===== config.mk =====
export PLATFORM = sky130hd
export DESIGN_NAME = nps_dist
export DESIGN_NICKNAME = d
export VERILOG_FILES = /design/src/sv/nps_pkg.sv /design/src/sv/nps_dist.sv
export SDC_FILE = /design/constraint.sdc
export NUM_CORES = 2
export LEC_CHECK = 0
export BUFFER_PORTS_ARGS = -buffer_cell sky130_fd_sc_hd__buf_2
export CORE_UTILIZATION = 64
export DETAILED_ROUTE_END_ITERATION = 8
export PLACE_DENSITY_LB_ADDON = 0.1
export SYNTH_ARGS = -nofsm -noshare
export SYNTH_HDL_FRONTEND = slang
export SYNTH_SLANG_ARGS = --single-unit

===== constraint.sdc =====
create_clock -name clock -period 16.9 [get_ports clock]
set_clock_uncertainty 0.2 [all_clocks]
set_input_delay 4.225 -clock clock [delete_from_list [all_inputs] [get_ports clock]]
set_output_delay 4.225 -clock clock [all_outputs]
set_load 0.1 [all_outputs]

===== src/sv/nps_pkg.sv =====
// Shared types and constants for the nearest point search block.
// No dependencies; imported by every module of the block.
`timescale 1ns / 1ps

package nps_pkg;

   localparam int COORD_W = 24;
   localparam int TAG_W   = 16;

   localparam logic [1:0] FUNC_CLEAR  = 2'd0;
   localparam logic [1:0] FUNC_APPEND = 2'd1;
   localparam logic [1:0] FUNC_FIND   = 2'd2;

   localparam logic [1:0] STATUS_OK    = 2'd0;
   localparam logic [1:0] STATUS_EMPTY = 2'd1;
   localparam logic [1:0] STATUS_FULL  = 2'd2;

   typedef struct packed {
      logic [1:0]                func;
      logic signed [COORD_W-1:0] pos_x;
      logic signed [COORD_W-1:0] pos_y;
      logic [TAG_W-1:0]          point_tag;
   } req_type;

   typedef struct packed {
      logic [1:0]                status;
      logic [5:0]                entry_index;
      logic [TAG_W-1:0]          entry_tag;
      logic signed [COORD_W-1:0] entry_x;
      logic signed [COORD_W-1:0] entry_y;
      logic [6:0]                point_count;
   } rsp_type;

   typedef struct packed {
      logic signed [COORD_W-1:0] x;
      logic signed [COORD_W-1:0] y;
      logic [TAG_W-1:0]          tag;
   } point_type;

   // Control from the sequencer to the distance unit.
   typedef struct packed {
      logic start;   // new query: forget the current best
      logic step;    // head point this cycle is a live entry
   } scan_ctl_type;

endpackage


===== src/sv/nps_dist.sv =====
// Three-stage squared-distance unit with running best-match tracker.
// Depends on nps_pkg.
`timescale 1ns / 1ps

module nps_dist #(
   parameter int IDX_W = 6
) (
   input  logic                              clock,
   input  logic                              reset,
   input  nps_pkg::scan_ctl_type             ctl,
   input  logic [IDX_W-1:0]                  head_idx,
   input  nps_pkg::point_type                head_point,
   input  logic signed [nps_pkg::COORD_W-1:0] query_x,
   input  logic signed [nps_pkg::COORD_W-1:0] query_y,
   output nps_pkg::point_type                best_point,
   output logic [IDX_W-1:0]                  best_idx
);
   import nps_pkg::*;

   localparam int SQ_W = 2 * COORD_W;

   // stage 1: absolute differences
   logic                      v1_ff;
   logic [IDX_W-1:0]          idx1_ff;
   point_type                 p1_ff;
   logic [COORD_W-1:0]        adx_ff, ady_ff;
   logic [COORD_W-1:0]        adx_in, ady_in;
   logic signed [COORD_W:0]   dx, dy, dx_neg, dy_neg;

   // stage 2: squares
   logic                      v2_ff;
   logic [IDX_W-1:0]          idx2_ff;
   point_type                 p2_ff;
   logic [SQ_W-1:0]           sqx_ff, sqy_ff;
   logic [SQ_W-1:0]           sqx_in, sqy_in;

   // stage 3: sum, compare, keep best
   logic [SQ_W:0]             sum;
   logic                      take;
   logic                      have_ff;
   logic [SQ_W:0]             best_d_ff;
   logic [IDX_W-1:0]          best_idx_ff;
   point_type                 best_p_ff;

   always_comb begin
      dx     = {head_point.x[COORD_W-1], head_point.x} - {query_x[COORD_W-1], query_x};
      dy     = {head_point.y[COORD_W-1], head_point.y} - {query_y[COORD_W-1], query_y};
      dx_neg = -dx;
      dy_neg = -dy;
      adx_in = dx[COORD_W] ? dx_neg[COORD_W-1:0] : dx[COORD_W-1:0];
      ady_in = dy[COORD_W] ? dy_neg[COORD_W-1:0] : dy[COORD_W-1:0];
      sqx_in = SQ_W'(adx_ff) * SQ_W'(adx_ff);
      sqy_in = SQ_W'(ady_ff) * SQ_W'(ady_ff);
      sum    = {1'b0, sqx_ff} + {1'b0, sqy_ff};
      // strictly closer only, so the earliest entry wins a tie
      take   = v2_ff && (!have_ff || (sum < best_d_ff));
   end

   always_ff @(posedge clock) begin
      if (reset) begin
         v1_ff   <= 1'b0;
         v2_ff   <= 1'b0;
         have_ff <= 1'b0;
      end else begin
         v1_ff <= ctl.step;
         v2_ff <= v1_ff;
         if (ctl.start) begin
            have_ff <= 1'b0;
         end else if (take) begin
            have_ff <= 1'b1;
         end
      end
   end

   always_ff @(posedge clock) begin
      idx1_ff <= head_idx;
      p1_ff   <= head_point;
      adx_ff  <= adx_in;
      ady_ff  <= ady_in;
      idx2_ff <= idx1_ff;
      p2_ff   <= p1_ff;
      sqx_ff  <= sqx_in;
      sqy_ff  <= sqy_in;
      if (take) begin
         best_d_ff   <= sum;
         best_idx_ff <= idx2_ff;
         best_p_ff   <= p2_ff;
      end
   end

   assign best_point = best_p_ff;
   assign best_idx   = best_idx_ff;

endmodule


## Yosys cells after proc, flatten, opt, wreduce, memory -nomap -nowiden

Index checks and enable logic that the tools add are counted.

- Bits in registers: 406
- Input port bits: 122
- Output and inout port bits: 70
- Logic and storage cells: 34

- $add $sub $neg: 5
- $mul: 2
- $lt $le $gt $ge: 1
- Muxes and demuxes: 2
- Reduce and logical (&&, ||, !) cells: 4

Operators by type and width:

| operator | count |
|---|---|
| $mul A24 B24 Y48 | 2 |
| $sub A24 B24 Y25 | 2 |
| $add A48 B48 Y49 | 1 |
| $lt A49 B49 Y1 | 1 |
| $mux W24 | 2 |
| $neg A24 Y24 | 2 |
| $reduce_or A2 Y1 | 1 |
| $logic_and A1 B1 Y1 | 1 |
| $logic_not A1 Y1 | 1 |
| $logic_or A1 B1 Y1 | 1 |

## Depth between registers and ports, before layout

- Depth in word-level cells: 4
- Mapped depth: 28
- Mapped depth without buffers: 27

## Least setup slack after synthesis

No wires, ideal clock.

- Kind: reg-to-reg
- Start point: register sqx_ff[3]
- End point: register best_d_ff[0], enable pin
- Library setup time: 0.744 ns
- Arrival time: 12.044 ns
- Required time: 15.956 ns
- Slack: 3.912 ns
- Stages on the path, launching flop included: 23
- Path buffers: 0
- Period minus slack after synthesis: 12.988 ns
- Cell sequence: dfxtp_1 ha_1 a211o_1 a21oi_1 a21oi_1 a211oi_2 o211ai_1 and2_1 o21a_1 o21a_1 nor2_1 xnor2_1 ha_1 a21o_1 a21o_1 a21o_1 a21o_1 a21o_1 a21oi_1 nor2b_1 o21ai_0 nand3_1 nor3_1

- Cells in the longest elaborated chain, start to end: 4

RTL lines:

| element | RTL line | RTL |
|---|---|---|
| from (decl) | nps_dist.sv:34 | `logic [SQ_W-1:0] sqx_ff, sqy_ff;` |
| from (signal assigned) | nps_dist.sv:82 | `sqx_ff <= sqx_in;` |
| $add A48 B48 Y49 | nps_dist.sv:54 | `sum = {1'b0, sqx_ff} + {1'b0, sqy_ff};` |
| named net sum[26] | nps_dist.sv:38 | `logic [SQ_W:0] sum;` |
| $lt A49 B49 Y1 | nps_dist.sv:56 | `take = v2_ff && (!have_ff \|\| (sum < best_d_ff));` |
| $logic_or A1 B1 Y1 | nps_dist.sv:56 |  |
| $logic_and A1 B1 Y1 | nps_dist.sv:56 |  |
| named net take | nps_dist.sv:39 | `logic take;` |
| to (signal assigned) | nps_dist.sv:85 | `best_d_ff <= sum;` |
| to (decl) | nps_dist.sv:41 | `logic [SQ_W:0] best_d_ff;` |

The timed path passes the listed nets, and every way through them passes these cells.
A chain may end at the register's enable or synchronous reset.

## Final worst setup path

- Start point: register adx_ff[3]
- End point: register sqx_ff[45]

- Cells in the longest elaborated chain, start to end: 1

RTL lines:

| element | RTL line | RTL |
|---|---|---|
| from (decl) | nps_dist.sv:26 | `logic [COORD_W-1:0] adx_ff, ady_ff;` |
| from (signal assigned) | nps_dist.sv:78 | `adx_ff <= adx_in;` |
| $mul A24 B24 Y48 | nps_dist.sv:52 | `sqx_in = SQ_W'(adx_ff) * SQ_W'(adx_ff);` |
| named net sqx_in[45] | nps_dist.sv:35 | `logic [SQ_W-1:0] sqx_in, sqy_in;` |

The timed path passes the listed nets, and every way through them passes these cells.

==> results.md <==
* Slew headroom at 22.5%
* Wire length per cell at 16.0 um
* Cell taking the most area after synthesis: fa_1
* Reg2reg start: adx_ff[3]
* # fillers at 5930
* Commonest cells post-synth: 1316 x inv_1, 845 x fa_1, 501 x ha_1
* RSZ-0062 raised after global routing: false
* Synth Register Bits at 404
* Final hold viol count at 0
* ANT nets after route at 0
* Synthesized area at a little under 50000 um^2
* I/O pin cnt at 192
* 1st-iter DRT viols at 1482
* Setup violators final at 0
* Post-CTS sizing at 0
* Adder-Cell Fraction of Synth Area at 47.7%
* Post-CTS setup buffers at 0
* Buffers on Ports at between 150 and 200
* Drt total wl at 99100 um
* Clock Pin Slew Worst Setup and Hold Paths at 0.07 ns
* Worst hold path type: flop to flop
* Multi-input gate area at 34000 um^2
* Max stage delay on crit path at roughly 1.1 ns
* Reg area at 9280 um^2
* Post-route cell area at approximately 52000 um^2
* CTS buffer count at 47
* Period Utilization, post-route at between 50% and 60%
* XOR/XNOR Fraction of Synth Area at 3.89%
* Crit path max fanout at 25
* Mux contribution to synthesized area at 0.175%
* F_max at roughly 120 MHz
* Global-route wire length before repair at about 170000 um
* Syn Inst Count at about 5000
* DR vias at 32900
* Worst Setup End Kind: flop
* Die W at 278 um
* Largest family of logic cells by synthesized area: adder cells
* CP startpoint kind: flop
* Die ar. at 77100 um^2
* Dpl cell area at between 50000 and 60000 um^2
* Clock sinks at roughly 400
* Sequential area share after synthesis at 19.1%
* Clk buf depth at 3
* Top-area cell type share of the netlist area at between 30% and 40%
* Hold_buf cts at 0
* Chip Height at 278 um
* Top-count cell post-synth: inv_1
* Post-synth EDFFs at 119
* Ys Warns at 0
* Compound-Gate Fraction of Synth Area at 7.83%
* Vias/cell at between 5 and 6
* Initial core utilization at between 60% and 70%
* Synth Flop Type: dfxtp_1
* Setup Total Neg Slack at 0 ns
* Critical path's slowest cell: dfxtp_1
* Drt pass-1 iters at 5
* Dpl hpwl at 80000 um
* Kind of critical path: flop to flop
* Syn avg cell area at slightly below 10 um^2
* Antenna violations before repair at 0
* H-tree levels at 2
* Number of nets in the final layout at 6635
* Num rows at 100
* CTS Root Buffer Type: clkbuf_16
* Fin Hold WS at 0.122 ns
* Remaining routing DRC violations at 0
* Layout area overhead at 7.61%
* Post-synthesis net count at 6464
* Worst min-delay path startpoint: p1_ff[40]
* Measured slew at the worst slew-check pin at 1.16 ns
* Synth top area cells: fa_1 35%, ha_1 13%, dfxtp_1 12%
* RD Place Congestion at 0.897
* Area of the core at 74800 um^2
* Final Max Slew Viols at 0
* Outcome: finished clean
* MaxCap Viol Count at 0
* GRT Util Overall at 27.3%
* Critical Path RT at 17.20 ns
* Gr ovfl total at 0
* Largest net degree at the start of global routing at 120
* Share of cells above drive strength 1 at approximately 6.9%
* Fin crit period at 8.62 ns
* Critical Path AT at 8.92 ns
* Clock Latency Late Sink at 0.62 ns
* CTS tree: yes
* Post-synth ARST share at 0%
* Vias in the first global route at 35600
* Simple-gate share of the synthesized area at 10.3%
* Unique masters post-synth at 88
* CP Launch Point: adx_ff[3]
-- placed cells by master (no fill, tap or decap), drive strengths merged, types with 6 or more instances in the layout --
cell | Yosys | routed
nand2 | 388 | 388
o211ai | 8 | 8
nor2b | 39 | 39
and3 | 17 | 17
o21a | 24 | 24
or3 | 12 | 12
a31oi | 27 | 27
nand3 | 32 | 32
ha | 501 | 501
o21ai | 111 | 111
a21boi | 7 | 7
nor4 | 7 | 7
fa | 845 | 845
a2111oi | 8 | 8
a211oi | 23 | 23
nor3 | 38 | 38
nor2 | 147 | 147
o21bai | 22 | 22
nand2b | 23 | 23
a21o | 103 | 103
xor2 | 73 | 73
dfxtp | 285 | 285
and2 | 237 | 237
a221oi | 6 | 6
clkbuf | 104 | 56
xnor2 | 143 | 143
or2 | 8 | 8
clkinv | 0 | 17
a21oi | 180 | 180
o31ai | 13 | 13
edfxtp | 119 | 119
nand4 | 33 | 33
buf | 7 | 233
inv | 1316 | 1324
-- worst max-delay path, delay by kind of cell, from the launching register on --
family / cells / cell delay [ns]
compound gates: 7 / 2.47
xor+xnor: 1 / 0.13
simple gates: 2 / 0.38
flops: 1 / 1.09
fa+ha+maj: 8 / 3.80
buf+inv: 7 / 0.46
-- path summary, 6_finish.rpt --
kind                            slack, ns  cells past startpoint         end
worst max-delay path                 8.28                     25  sqx_ff[45]
worst min-delay path                 0.12                      0   p2_ff[40]
worst max register to register       8.28                     25  sqx_ff[45]
worst min register to register       0.12                      0   p2_ff[40]
-- kinds of logic (layout without fill, tap and decap cells) --
family	after synthesis	after routing
compound gates	585	585
xor+xnor	216	216
fa+ha+maj	1346	1346
buf+inv	1427	1637
flops	404	404
mux	8	8
other cells	0	2
simple gates	1010	1010
-- state kept, by name, summed over array words and instances, names as in the netlist --
signal	count
best_point	64
p1_ff	64
p2_ff	64
best_d_ff	49
sqx_ff	47
sqy_ff	47
adx_ff	24
ady_ff	24
best_idx	6
idx1_ff	6
idx2_ff	6
have_ff	1
v1_ff	1
v2_ff	1
-- final cells by class --
type,count,share of cell area [%]
repair buffers,233,2.45
inverters,1316,9.44
well taps,969,2.32
multi-input cells,3165,65.0
clock inverters,32,0.655
diodes,2,0.00956
clock buffers,56,2.43
flip-flops and latches,404,17.7
-- through the flow --
stage,setup slack (ns),instances,utilization (%)
3_5_place_dp,8.31,6087,67.8
3_3_place_gp,8.61,6087,67.8
6_report,8.28,6177,69.9
4_1_cts,8.31,6175,69.9
2_1_floorplan,3.91,4996,-
5_1_grt,7.87,6175,69.9
-- layer usage --
layer | GRT usage [%] | routed length [um]
met5 | 0 | 0
met4 | 7.81 | 2600
met3 | 3.74 | 4940
met2 | 47.6 | 49900
met1 | 35.6 | 41700
Power is left out: the tool's default activity adds up to more than one toggle a clock period on the data nets, which glitch-free logic cannot reach.
